==> src/sv/tpt_pkg.sv <==
// ----------------------------------------------------------------------------
// tpt_pkg
// Widths, sizes and the queue word shared by the translator's parts.
// ----------------------------------------------------------------------------
package tpt_pkg;
   localparam int PAGE_BITS   = 8;
   localparam int FRAME_BITS  = 7;
   localparam int OFFSET_BITS = 8;
   localparam int TLB_ENTRIES = 16;
   localparam int ADDR_BITS   = 16;
   localparam int PHYS_BITS   = 15;
   localparam int CNT_BITS    = 32;
   localparam int NUM_PAGES   = 1 << PAGE_BITS;
   localparam int NUM_FRAMES  = 1 << FRAME_BITS;
   localparam int SLOT_BITS   = (TLB_ENTRIES > 1) ? $clog2(TLB_ENTRIES) : 1;
   localparam int Q_DEPTH     = 2;

   // word passed from lookup front end to table back end
   typedef struct packed {
      logic [PAGE_BITS-1:0]   page;
      logic [OFFSET_BITS-1:0] offset;
      logic                   hit;
      logic [FRAME_BITS-1:0]  frame;
   } lookup_type;

   // TLB update request from back end
   typedef struct packed {
      logic                  ins;
      logic [PAGE_BITS-1:0]  ins_page;
      logic [FRAME_BITS-1:0] ins_frame;
      logic                  drop;
      logic [PAGE_BITS-1:0]  drop_page;
   } tlb_upd_type;
endpackage

==> src/sv/tpt_front.sv <==
// ----------------------------------------------------------------------------
// tpt_front
// Accepts addresses, searches the TLB and classifies each as hit or miss.
// Holds the TLB; updates come from the back end.
// ----------------------------------------------------------------------------
module tpt_front (
   input  logic                              clock,
   input  logic                              reset,
   input  logic                              req_valid,
   output logic                              req_ready,
   input  logic [tpt_pkg::ADDR_BITS-1:0]     req_logical_address,
   output logic                              lk_valid,
   input  logic                              lk_ready,
   output tpt_pkg::lookup_type               lk_word,
   input  tpt_pkg::tlb_upd_type              upd,
   input  logic                              idle
);
   logic [tpt_pkg::PAGE_BITS-1:0]  tlb_page_ff  [tpt_pkg::TLB_ENTRIES];
   logic [tpt_pkg::FRAME_BITS-1:0] tlb_frame_ff [tpt_pkg::TLB_ENTRIES];
   logic [tpt_pkg::TLB_ENTRIES-1:0] tlb_valid_ff;
   logic [tpt_pkg::SLOT_BITS-1:0]  slot_ff;
   logic [tpt_pkg::PAGE_BITS-1:0]  page;
   logic                           hit;
   logic [tpt_pkg::FRAME_BITS-1:0] hframe;

   // one item in flight: lookup waits until back end has updated the TLB
   assign req_ready = idle && lk_ready;
   assign page = req_logical_address[tpt_pkg::OFFSET_BITS +: tpt_pkg::PAGE_BITS];

   always_comb begin
      hit = 1'b0;
      hframe = '0;
      for (int i = tpt_pkg::TLB_ENTRIES - 1; i >= 0; i--) begin
         if (tlb_valid_ff[i] && tlb_page_ff[i] == page) begin
            hit = 1'b1;
            hframe = tlb_frame_ff[i];
         end
      end
   end

   assign lk_valid = req_valid && req_ready;
   always_comb begin
      lk_word.page   = page;
      lk_word.offset = req_logical_address[tpt_pkg::OFFSET_BITS-1:0];
      lk_word.hit    = hit;
      lk_word.frame  = hframe;
   end

   always_ff @(posedge clock) begin
      if (reset) begin
         tlb_valid_ff <= '0;
         slot_ff <= '0;
      end else begin
         for (int i = 0; i < tpt_pkg::TLB_ENTRIES; i++) begin
            if (upd.drop && tlb_valid_ff[i] && tlb_page_ff[i] == upd.drop_page)
               tlb_valid_ff[i] <= 1'b0;
         end
         if (upd.ins) begin
            tlb_page_ff[slot_ff]  <= upd.ins_page;
            tlb_frame_ff[slot_ff] <= upd.ins_frame;
            tlb_valid_ff[slot_ff] <= 1'b1;
            if (32'(slot_ff) == tpt_pkg::TLB_ENTRIES - 1) slot_ff <= '0;
            else slot_ff <= slot_ff + 1'b1;
         end
      end
   end
endmodule

==> src/sv/tpt_queue.sv <==
// ----------------------------------------------------------------------------
// tpt_queue
// Short FIFO of lookup words between front end and back end.
// ----------------------------------------------------------------------------
module tpt_queue (
   input  logic                clock,
   input  logic                reset,
   input  logic                in_valid,
   output logic                in_ready,
   input  tpt_pkg::lookup_type in_word,
   output logic                out_valid,
   input  logic                out_ready,
   output tpt_pkg::lookup_type out_word
);
   tpt_pkg::lookup_type mem_ff [tpt_pkg::Q_DEPTH];
   logic [0:0] wp_ff, rp_ff;
   logic [1:0] cnt_ff;
   logic push, pop;

   assign in_ready  = cnt_ff != 2'(tpt_pkg::Q_DEPTH);
   assign out_valid = cnt_ff != '0;
   assign out_word  = mem_ff[rp_ff];
   assign push = in_valid && in_ready;
   assign pop  = out_valid && out_ready;

   always_ff @(posedge clock) begin
      if (reset) begin
         wp_ff <= '0;
         rp_ff <= '0;
         cnt_ff <= '0;
      end else begin
         if (push) begin
            mem_ff[wp_ff] <= in_word;
            wp_ff <= wp_ff + 1'b1;
         end
         if (pop) rp_ff <= rp_ff + 1'b1;
         cnt_ff <= cnt_ff + 2'(push) - 2'(pop);
      end
   end
endmodule

==> src/sv/tpt_back.sv <==
// ----------------------------------------------------------------------------
// tpt_back
// Resolves misses against the page table, assigns frames in FIFO order,
// updates the TLB and counters and holds the result word.
// ----------------------------------------------------------------------------
module tpt_back (
   input  logic                              clock,
   input  logic                              reset,
   input  logic                              q_valid,
   output logic                              q_ready,
   input  tpt_pkg::lookup_type               q_word,
   output tpt_pkg::tlb_upd_type              upd,
   output logic                              busy,
   output logic                              rsp_valid,
   input  logic                              rsp_ready,
   output logic [tpt_pkg::PHYS_BITS-1:0]     rsp_physical_address,
   output logic [tpt_pkg::FRAME_BITS-1:0]    rsp_frame_number,
   output logic                              rsp_tlb_hit,
   output logic                              rsp_page_fault,
   output logic                              rsp_evicted_valid,
   output logic [tpt_pkg::PAGE_BITS-1:0]     rsp_evicted_page,
   output logic [tpt_pkg::CNT_BITS-1:0]      rsp_access_count,
   output logic [tpt_pkg::CNT_BITS-1:0]      rsp_miss_count,
   output logic [tpt_pkg::CNT_BITS-1:0]      rsp_fault_count
);
   typedef enum logic [2:0] {
      S_IDLE, S_PT, S_OWN, S_OWNCHK, S_DONE
   } state_type;

   state_type state_ff;
   logic [tpt_pkg::FRAME_BITS-1:0] pmap_mem [tpt_pkg::NUM_PAGES];
   logic [tpt_pkg::NUM_PAGES-1:0]  present_ff;
   logic [tpt_pkg::PAGE_BITS-1:0]  owner_mem [tpt_pkg::NUM_FRAMES];
   logic [tpt_pkg::FRAME_BITS-1:0] pmap_rd_ff, next_frame_ff;
   logic [tpt_pkg::PAGE_BITS-1:0]  owner_rd_ff;
   logic                           all_used_ff;
   tpt_pkg::lookup_type            cur_ff;
   logic [tpt_pkg::CNT_BITS-1:0]   acc_ff, miss_ff, flt_ff;
   logic                           out_v_ff;
   logic [tpt_pkg::FRAME_BITS-1:0] frame_ff;
   logic                           fault_ff, ev_v_ff;
   logic [tpt_pkg::PAGE_BITS-1:0]  ev_page_ff;
   tpt_pkg::tlb_upd_type           upd_ff;

   assign q_ready = state_ff == S_IDLE && !out_v_ff;
   assign busy = state_ff != S_IDLE || out_v_ff;
   assign upd = upd_ff;
   assign rsp_valid = out_v_ff;
   assign rsp_frame_number = frame_ff;
   assign rsp_physical_address =
      tpt_pkg::PHYS_BITS'({frame_ff, cur_ff.offset});
   assign rsp_tlb_hit = cur_ff.hit;
   assign rsp_page_fault = fault_ff;
   assign rsp_evicted_valid = ev_v_ff;
   assign rsp_evicted_page = ev_page_ff;
   assign rsp_access_count = acc_ff;
   assign rsp_miss_count = miss_ff;
   assign rsp_fault_count = flt_ff;

   // memories: registered reads
   always_ff @(posedge clock) begin
      pmap_rd_ff  <= pmap_mem[cur_ff.page];
      owner_rd_ff <= owner_mem[next_frame_ff];
      if (state_ff == S_OWNCHK && !present_ff[cur_ff.page]) begin
         pmap_mem[cur_ff.page]    <= next_frame_ff;
         owner_mem[next_frame_ff] <= cur_ff.page;
      end
   end

   always_ff @(posedge clock) begin
      if (reset) begin
         state_ff <= S_IDLE;
         present_ff <= '0;
         next_frame_ff <= '0;
         all_used_ff <= 1'b0;
         acc_ff <= '0;
         miss_ff <= '0;
         flt_ff <= '0;
         out_v_ff <= 1'b0;
         upd_ff <= '0;
      end else begin
         upd_ff <= '0;
         if (out_v_ff && rsp_ready) out_v_ff <= 1'b0;
         case (state_ff)
            S_IDLE: begin
               if (q_valid && q_ready) begin
                  cur_ff <= q_word;
                  acc_ff <= acc_ff + 1'b1;
                  fault_ff <= 1'b0;
                  ev_v_ff <= 1'b0;
                  ev_page_ff <= '0;
                  frame_ff <= q_word.frame;
                  if (q_word.hit) state_ff <= S_DONE;
                  else begin
                     miss_ff <= miss_ff + 1'b1;
                     state_ff <= S_PT;
                  end
               end
            end
            S_PT: begin
               state_ff <= S_OWN; // memory reads settle
            end
            S_OWN: begin
               if (present_ff[cur_ff.page]) begin
                  frame_ff <= pmap_rd_ff;
                  upd_ff.ins <= 1'b1;
                  upd_ff.ins_page <= cur_ff.page;
                  upd_ff.ins_frame <= pmap_rd_ff;
                  state_ff <= S_DONE;
               end else state_ff <= S_OWNCHK;
            end
            S_OWNCHK: begin
               // fault: reuse next frame, evict its owner if still mapped
               if (all_used_ff && present_ff[owner_rd_ff]
                   && owner_rd_ff != cur_ff.page) begin
                  ev_v_ff <= 1'b1;
                  ev_page_ff <= owner_rd_ff;
                  upd_ff.drop <= 1'b1;
                  upd_ff.drop_page <= owner_rd_ff;
               end
               present_ff[cur_ff.page] <= 1'b1;
               if (all_used_ff && present_ff[owner_rd_ff]
                   && owner_rd_ff != cur_ff.page)
                  present_ff[owner_rd_ff] <= 1'b0;
               frame_ff <= next_frame_ff;
               fault_ff <= 1'b1;
               flt_ff <= flt_ff + 1'b1;
               upd_ff.ins <= 1'b1;
               upd_ff.ins_page <= cur_ff.page;
               upd_ff.ins_frame <= next_frame_ff;
               next_frame_ff <= next_frame_ff + 1'b1;
               if (&next_frame_ff) all_used_ff <= 1'b1;
               state_ff <= S_DONE;
            end
            S_DONE: begin
               out_v_ff <= 1'b1;
               state_ff <= S_IDLE;
            end
            default: state_ff <= S_IDLE;
         endcase
      end
   end
endmodule

==> src/sv/tlb_page_table_translator.sv <==
// Flow: an accepted address passes through the queue into the back end; a TLB hit
// goes on to S_DONE, a miss to a present page through S_PT and S_OWN, and a page
// fault through S_PT, S_OWN and S_OWNCHK before S_DONE registers the result.
// Throughput: one address at a time, set by the page-table read-modify-write and idle
// handoff; the next is accepted only after the result word is taken and idle is set.
// Reset: synchronous, clears TLB valid bits, page present bits, frame pointer and counters.
// ----------------------------------------------------------------------------
// tlb_page_table_translator
// Logical to physical translation through a TLB and a FIFO-replaced page table.
// ----------------------------------------------------------------------------
module tlb_page_table_translator (
   input  logic                              clock,
   input  logic                              reset,
   input  logic                              req_valid,
   output logic                              req_ready,
   input  logic [tpt_pkg::ADDR_BITS-1:0]     req_logical_address,
   output logic                              rsp_valid,
   input  logic                              rsp_ready,
   output logic [tpt_pkg::PHYS_BITS-1:0]     rsp_physical_address,
   output logic [tpt_pkg::FRAME_BITS-1:0]    rsp_frame_number,
   output logic                              rsp_tlb_hit,
   output logic                              rsp_page_fault,
   output logic                              rsp_evicted_valid,
   output logic [tpt_pkg::PAGE_BITS-1:0]     rsp_evicted_page,
   output logic [tpt_pkg::CNT_BITS-1:0]      rsp_access_count,
   output logic [tpt_pkg::CNT_BITS-1:0]      rsp_miss_count,
   output logic [tpt_pkg::CNT_BITS-1:0]      rsp_fault_count
);
   logic lk_valid, lk_ready, q_valid, q_ready, busy, q_push, idle_ff;
   tpt_pkg::lookup_type lk_word, q_word;
   tpt_pkg::tlb_upd_type upd;

   // idle: no word queued or in the back end, and no TLB update pending
   always_ff @(posedge clock) begin
      if (reset) idle_ff <= 1'b1;
      else idle_ff <= !busy && !q_valid && !q_push && !(lk_valid && lk_ready)
                      && !(q_valid && q_ready);
   end
   assign q_push = lk_valid && lk_ready;

   tpt_front u_front (
      .clock, .reset, .req_valid, .req_ready, .req_logical_address,
      .lk_valid, .lk_ready, .lk_word, .upd, .idle(idle_ff && !busy && !q_valid)
   );

   tpt_queue u_queue (
      .clock, .reset, .in_valid(lk_valid), .in_ready(lk_ready), .in_word(lk_word),
      .out_valid(q_valid), .out_ready(q_ready), .out_word(q_word)
   );

   tpt_back u_back (
      .clock, .reset, .q_valid, .q_ready, .q_word, .upd, .busy,
      .rsp_valid, .rsp_ready, .rsp_physical_address, .rsp_frame_number,
      .rsp_tlb_hit, .rsp_page_fault, .rsp_evicted_valid, .rsp_evicted_page,
      .rsp_access_count, .rsp_miss_count, .rsp_fault_count
   );
endmodule

==> config.mk <==
export PLATFORM = sky130hd
export DESIGN_NAME = tlb_page_table_translator
export DESIGN_NICKNAME = d
export VERILOG_FILES = /design/src/sv/tpt_pkg.sv /design/src/sv/tpt_front.sv /design/src/sv/tpt_queue.sv /design/src/sv/tpt_back.sv /design/src/sv/tlb_page_table_translator.sv
export SDC_FILE = /design/constraint.sdc
export NUM_CORES = 2
export LEC_CHECK = 0
export BUFFER_PORTS_ARGS = -buffer_cell sky130_fd_sc_hd__clkbuf_2
export CORE_MARGIN = 5
export CORE_UTILIZATION = 60
export CTS_CLUSTER_DIAMETER = 60
export DETAILED_ROUTE_END_ITERATION = 10
export PLACE_DENSITY = 0.76
export SLEW_MARGIN = 20
export SYNTH_ARGS = -nofsm -noshare
export SYNTH_HDL_FRONTEND = slang
export SYNTH_HIERARCHICAL = 1
export SYNTH_SLANG_ARGS = --single-unit
==> constraint.sdc <==
create_clock -name clock -period 7.6 [get_ports clock]
set_clock_uncertainty 0.15 [all_clocks]
set_input_delay 1.9 -clock clock [delete_from_list [all_inputs] [get_ports clock]]
set_output_delay 1.9 -clock clock [all_outputs]
set_load 0.1 [all_outputs]
Yosys cells after proc, flatten, opt, wreduce, memory -nomap -nowiden
Memories as Yosys holds them, arrays and structs flattened. A register that Yosys moved wholly into a read port is not among the register bits.
Index checks and enable logic that the tools add are counted.
{"block": "word_totals", "register_bits": 448, "ram_bits": 3104, "in_bits": 20, "output_inout_bits": 131, "elab_cells": 290, "mem_count": 5}
{"name": "u_back.pmap_mem", "depth": 256, "word_bits": 7, "rd": 1, "rd_ports_with_merged_regs": 1, "wr": 1, "line": "tpt_back.sv:31", "source": "logic [tpt_pkg::FRAME_BITS-1:0] pmap_mem [tpt_pkg::NUM_PAGES];"}
{"name": "u_back.owner_mem", "depth": 128, "word_bits": 8, "rd": 1, "rd_ports_with_merged_regs": 1, "wr": 1, "line": "tpt_back.sv:33", "source": "logic [tpt_pkg::PAGE_BITS-1:0] owner_mem [tpt_pkg::NUM_FRAMES];"}
{"name": "u_front.tlb_page_ff", "depth": 16, "word_bits": 8, "rd": 16, "rd_ports_with_merged_regs": 0, "wr": 1, "line": "tpt_front.sv:18", "source": "logic [tpt_pkg::PAGE_BITS-1:0] tlb_page_ff [tpt_pkg::TLB_ENTRIES];"}
{"name": "u_front.tlb_frame_ff", "depth": 16, "word_bits": 7, "rd": 16, "rd_ports_with_merged_regs": 0, "wr": 1, "line": "tpt_front.sv:19", "source": "logic [tpt_pkg::FRAME_BITS-1:0] tlb_frame_ff [tpt_pkg::TLB_ENTRIES];"}
{"name": "u_queue.mem_ff", "depth": 2, "word_bits": 24, "rd": 1, "rd_ports_with_merged_regs": 1, "wr": 1, "line": "tpt_queue.sv:15", "source": "tpt_pkg::lookup_type mem_ff [tpt_pkg::Q_DEPTH];"}
{"block": "op_classes", "add_sub_neg": 9, "order_cmp": 6, "eq_ne": 42, "muxes": 106, "bitwise": 8, "n_reduce_logical": 88}
{"op": "bitwise AND 256 bit", "count": 1}
{"op": "equality test 8 bit", "count": 32}
{"op": "two-way mux 256 bit", "count": 1}
{"op": "NOT 256 bit", "count": 1}
{"op": "bitwise OR 256 bit", "count": 1}
{"op": "two-way mux 7 bit", "count": 18}
{"op": "adder 32 x 1 -> 32 bit (second input constant)", "count": 3}
{"op": "two-way mux 1 bit", "count": 67}
{"op": "logical AND 1 bit", "count": 66}
{"op": "two-way mux 16 bit", "count": 2}
{"op": "case mux 16 bit (2 select lines)", "count": 1}
{"op": "case mux 7 bit (3 select lines)", "count": 1}
{"op": "less-than comparator 8 x 9 -> 1 bit (second input constant)", "count": 2}
{"op": "binary-select mux 1 bit (select 8 bit)", "count": 2}
{"op": "demux 1 bit (select 8 bit)", "count": 2}
{"op": "greater-or-equal comparator 8 x 1 -> 1 bit (second input constant)", "count": 2}
{"op": "two-way mux 8 bit", "count": 2}
{"op": "bitwise OR 16 bit", "count": 1}
{"op": "case mux 8 bit (2 select lines)", "count": 1}
{"op": "case mux 3 bit (4 select lines)", "count": 1}
{"op": "two-way mux 3 bit", "count": 3}
{"op": "two-way mux 9 bit", "count": 1}
{"op": "AND reduction 3 bit", "count": 3}
{"op": "inequality test 8 bit", "count": 1}
{"op": "27 further kinds", "count": 44}

Depth between registers and ports, before layout
{"block": "logic_depth", "ltp_word": 18, "depth_mapped": 13, "depth_no_buf": 10}

Cells and area by module
The synthesis kept the hierarchy.
{"mod": "tpt_back", "n_inst": 1, "cells_each": 7124, "area_per_inst_um2": 127848.9, "seq_area_each_um2": 93669.8}
{"mod": "tpt_front", "n_inst": 1, "cells_each": 975, "area_per_inst_um2": 12587.1, "seq_area_each_um2": 7607.3}
{"mod": "tpt_queue", "n_inst": 1, "cells_each": 100, "area_per_inst_um2": 2079.5, "seq_area_each_um2": 1541.5}
{"mod": "tlb_page_table_translator", "n_inst": 1, "cells_each": 4, "area_per_inst_um2": 41.3, "seq_area_each_um2": 20.0}

Least setup slack after synthesis
Ideal clock, no wire load.
{"block": "synth_path", "kind": "reg2reg", "from": "register u_back/next_frame_ff[0] in the netlist's numbering", "to": "memory u_back/owner_mem[79][0] in the netlist's numbering, enable pin", "setup_ns": 0.370, "t_arrival_ns": 6.181, "required_ns": 7.080, "setup_slack_ns": 0.898, "stages_incl_launch_ff": 10, "n_path_buf": 6, "synth_period_minus_slack_ns": 6.702, "path_cell_list": "dfxtp_1 -> and3_1 -> clkbuf_1 -> clkbuf_1 -> clkbuf_1 -> clkbuf_1 -> buf_1 -> nand3_1 -> clkbuf_1 -> nor2_1"}
{"element": "start, declared", "line": "tpt_back.sv:34", "source": "logic [tpt_pkg::FRAME_BITS-1:0] pmap_rd_ff, next_frame_ff;"}
{"element": "start signal, assigned", "line": "tpt_back.sv:131", "source": "next_frame_ff <= next_frame_ff + 1'b1;"}
{"element": "end, declared", "line": "tpt_back.sv:33"}
No word-level cell before the write port.

Worst setup path in the final report
{"block": "layout_path", "from": "register u_back/cur_ff[16] in the netlist's numbering", "to": "memory u_back/owner_mem[47][1] in the netlist's numbering, enable pin"}
{"block": "layout_via", "elab_chain_len": 6}
{"element": "start, declared", "line": "tpt_back.sv:37", "source": "tpt_pkg::lookup_type cur_ff;"}
{"element": "start signal, assigned", "line": "tpt_back.sv:87", "source": "cur_ff <= q_word;"}
{"element": "binary-select mux 1 bit (select 8 bit)", "line": "tpt_back.sv:64", "source": "if (state_ff == S_OWNCHK && !present_ff[cur_ff.page]) begin"}
{"element": "two-way mux 1 bit (not written as such)", "line": "tpt_back.sv:64"}
{"element": "zero test 1 bit", "line": "tpt_back.sv:64"}
{"element": "logical AND 1 bit", "line": "tpt_back.sv:64"}
{"element": "two-way mux 1 bit", "line": "tpt_back.sv:64"}
{"element": "two-way mux 1 bit (not written as such)", "line": "tpt_back.sv:66", "source": "owner_mem[next_frame_ff] <= cur_ff.page;"}
No other way between the ends. The select of a mux whose other input is x is not followed.

==> impl_metrics.py <==
metrics = {
    "timing": {
        "whs_ns": 0.3384,
        "slew_viol_final": 0,
        "min_period_ns": 6.036,
        "setup_viol": 0,
        "finalHoldViolations": 0,
        "fin_crit_sh_pct": 79.42,
        "max_slew_margin_pct": 19.22,
        "rsz0062_at_grt": "no",
        "setup-tns-final_ns": 0,
        "fin_ws_ns": 1.564,
        "worst_pin_slew_ns": 1.212,
        "fmax_mhz": 165.7,
    },
    "worst_setup_path": {
        "critPathLaunch": "u_back/cur_ff[16]",
        "r2r_start": "u_back/cur_ff[16]",
        "cp.required_ns": 8.01,
        "path_class": "reg -> reg",
        "end_kind": "register",
        "max_stage_delay_ns": 0.96,
        "path_cells": "buf_4 -> mux4_2 -> a22oi_1 -> a21oi_1 -> o41ai_1 -> and4_2 -> nand3_2 -> nor2_1",
        "reg2reg_to": "u_back/owner_mem[47][1]",
        "worstSetupStartpointType": "register",
        "worst_r2r_path_depth": 8,
        "cp.arrival_ns": 6.45,
        "cp_max_fo": 25,
        "cpMaxStageDelayCell": "and4_2",
        "r2r_slack_ns": 1.56,
    },
    "logic_synthesis": {
        "synth_top_area_share_pct": 66.10,
        "yosys.area_share.adder_pct": 0.08777,
        "ys.flop_type": "edfxtp_1",
        "yosysWarnings": 6,
        "synth_compound_area_share_pct": 6.775,
        "netlist_area_um2": 142600,
        "postSynthCellCount": 8203,
        "synth-simple-area-share_pct": 4.851,
        "postSynthAreaPerCell_um2": 17.38,
        "synth_area_leaders": "edfxtp_1 (66%), mux4_2 (11%), dfxtp_1 (6.0%), a22oi_1 (1.8%), nor2_1 (1.6%)",
        "yosysTopAreaCell": "edfxtp_1",
        "synth_top_family_by_area": "multiplexers",
        "synth_xor_area_share_pct": 2.113,
        "synth_top_cells_by_count": "edfxtp_1 (3138), mux4_2 (698), nor2_1 (607)",
        "synth.most_common_cell": "edfxtp_1",
        "syn-num-nets": 8233,
        "synth_mux_area_share_pct": 12.04,
        "async_reset_ff_share_pct": 0,
        "yosysSeqAreaShare_pct": 72.14,
        "synth_seq_cells": 3568,
        "synth_edf_count": 3138,
        "synth_cell_types": 88,
    },
    "final_layout": {
        "stdcell_area_um2": 158400,
        "drive_gt1_share_pct": 20.55,
        "finalNonFillerCells": 11770,
        "finalNetCount": 8349,
        "syn_to_final_growth_pct": 11.09,
    },
    "worst_hold_path": {
        "worstHoldStart": "u_front/tlb_valid_ff[10]",
        "holdCritPathClass": "reg -> reg",
        "worst_hold_path.endpoint": "u_front/tlb_valid_ff[10]",
        "hold_depth": 1,
    },
    "global_routing": {
        "grt-ovfl-total": 0,
        "grt_pass1_vias": 82310,
        "grt_use_total_pct": 31.15,
        "antenna_found_initial": 9,
        "grt_max_degree": 220,
        "grt_pass1_wl_um": 571400,
    },
    "power_and_ir_drop": {
        "vdd_drop_max_uv": 400.6,
        "power_switching_mw": 11.39,
        "total_leakage_power_nw": 50.66,
        "clockPowerShare_pct": 39.0,
        "power.share.switching_pct": 25.13,
        "intPower_mw": 33.95,
        "p_seq_share_pct": 48.2,
        "combPwrFrac_pct": 12.8,
        "power_density_nw_per_um2": 286.3,
    },
    "cts": {
        "clock_latency_ns": 0.98,
        "path_clk_slew_ns": 0.06,
        "post-cts-setup-buffers": 0,
        "numCtsBuffers": 360,
        "cts.path.max_buffers": 4,
        "cts_tree": "done",
        "cts.sinks": 3568,
        "h-tree-depth": 5,
        "cts_resized": 0,
        "cts-root-buf": "clkbuf_16",
        "hold_buffers": 0,
    },
    "drt": {
        "routedWlPerCell_um": 33.39,
        "wl_um": 392900,
        "route.detailed.drc": 0,
        "dr.pass1.iters": 8,
        "drt.antenna.violating_nets": 0,
        "viasPerCell": 7.118,
        "drtIter0Drc": 13530,
        "dr_total_vias": 83760,
    },
    "floorplan": {
        "design.core.area_um2": 237200,
        "initial_core_util_pct": 60.11,
        "die_h_um": 497.4,
        "die_w_um": 497.4,
        "ioPinCount": 151,
        "fp-row-count": 179,
        "dieArea_um2": 247400,
    },
    "place": {
        "globalplace.congestion": 0.9088,
        "io_buffers": 150,
        "pre_cts_slack_ns": 1.612,
        "placed_cell_area_um2": 146600,
        "hpwl_um": 225700,
        "placedCellCount": 11120,
    },
    "status": {
        "status": "completed",
    },
    "job": {
        "cap_violations": 0,
    },
}
-- layer usage --
layer  global-route usage (%)  part of all wire [%]  up-vias
met5                   0.1736                 0.033        -
met4                    12.55                   4.7       14
met3                    7.896                    13     1084
met2                    47.83                    47     6858
met1                    43.45                    36    42460
li1                         -                     -    33340
-- critical path, delay by kind of cell, from the launching register on --
kind	cells	cell delay, ns
AO/OA/AOI/OAI	3	0.95
buffers and inverters	1	0.51
flip-flops	1	0.66
multiplexers	1	0.56
AND/OR/NAND/NOR	3	2.82
-- metrics by stage --
step / util, % / power (mW)
2_1_floorplan: - / 25.96
3_3_place_gp: 61.83 / 27.86
3_5_place_dp: 61.83 / 27.93
4_1_cts: 66.74 / 45.40
5_1_grt: 66.76 / 46.52
6_report: 66.77 / 45.34
-- flip-flops by register name, indices dropped and copies added (netlist names), 8 cells and up, named ones only --
| name | count |
|---|---|
| u_back/cur_ff | 8 |
| u_back/owner_mem | 1024 |
| u_back/owner_rd_ff | 8 |
| u_back/pmap_mem | 1792 |
| u_back/present_ff | 256 |
| u_back/rsp_access_count | 32 |
| u_back/rsp_evicted_page | 8 |
| u_back/rsp_fault_count | 32 |
| u_back/rsp_miss_count | 32 |
| u_back/rsp_physical_address | 8 |
| u_back/upd | 25 |
| u_front/tlb_frame_ff | 112 |
| u_front/tlb_page_ff | 128 |
| u_front/tlb_valid_ff | 16 |
| u_queue/mem_ff | 48 |
-- cell families after synthesis --
group	Yosys count
xor gates and xnor gates	344
muxes	814
adders and majority gates	10
DFF	3568
and+or+nand+nor	1459
buffers and inverters	630
AOI/OAI and AO/OA	1378
-- final cells by class --
cell class	instances	area [um^2]
inverters	29	108.9
flip-flops and latches	3568	102900
repair buffers	355	2541
diodes	7	17.52
fillers	14960	78820
clock inverters	191	2117
clock buffers	445	9518
well taps	3167	3963
multi-input cells	4005	37220
-- how the worst max path moves through the flow --
| stage | endpoint | slack [ns] | depth (start not counted) |
|---|---|---|---|
| 2_1_floorplan | u_back/owner_mem[79][0] | 0.90 | 9 |
| 3_3_place_gp | u_back/owner_mem[58][4] | 1.73 | 9 |
| 3_5_place_dp | u_back/owner_mem[58][4] | 1.61 | 9 |
| 4_1_cts | u_back/owner_mem[58][4] | 1.59 | 9 |
| 5_1_grt | u_back/owner_mem[57][4] | 1.50 | 9 |
| 6_report | u_back/owner_mem[47][1] | 1.56 | 8 |
-- layout by cell type, fill, tap and decap left out, types with 17 or more instances in the layout --
| cell type | netlist | routed |
|---|---|---|
| buf_12 | 3 | 19 |
| nor2_1 | 607 | 599 |
| o21ai_0 | 57 | 56 |
| xor2_1 | 191 | 191 |
| a21oi_1 | 342 | 342 |
| nand3_1 | 98 | 91 |
| mux2_4 | 21 | 21 |
| clkbuf_1 | 397 | 69 |
| or3_1 | 26 | 26 |
| a31oi_1 | 75 | 75 |
| nand2b_1 | 30 | 30 |
| a22oi_1 | 339 | 339 |
| clkinv_1 | 0 | 47 |
| a31o_2 | 18 | 18 |
| a221oi_1 | 99 | 99 |
| nor2b_1 | 38 | 36 |
| nand2_1 | 234 | 223 |
| mux4_2 | 698 | 698 |
| dfxtp_1 | 430 | 419 |
| a22o_1 | 94 | 94 |
| clkinvlp_4 | 0 | 17 |
| and2_1 | 27 | 27 |
| inv_1 | 28 | 27 |
| nor4_1 | 44 | 41 |
| clkbuf_2 | 0 | 150 |
| nand4_1 | 89 | 89 |
| nor3_2 | 9 | 25 |
| nor3_1 | 122 | 102 |
| buf_4 | 57 | 185 |
| clkinv_2 | 0 | 60 |
| edfxtp_1 | 3138 | 3138 |
| bufinv_16 | 0 | 42 |
| mux2_2 | 36 | 36 |
| and3_1 | 66 | 65 |
| mux2i_1 | 51 | 51 |
| a211oi_1 | 233 | 233 |
| clkbuf_16 | 0 | 364 |
| xnor2_1 | 153 | 153 |
-- power by group through the flow --
stage	Combinational [mW]	Sequential [mW]	Clock [mW]
final	5.80	21.9	17.7
after detailed placement	5.67	22.3	0
after global routing	5.96	21.8	18.7
after global placement	5.61	22.2	0
after floorplan	3.37	22.6	0
after CTS	5.74	21.8	17.8
Power figures use the tool's default switching activity.
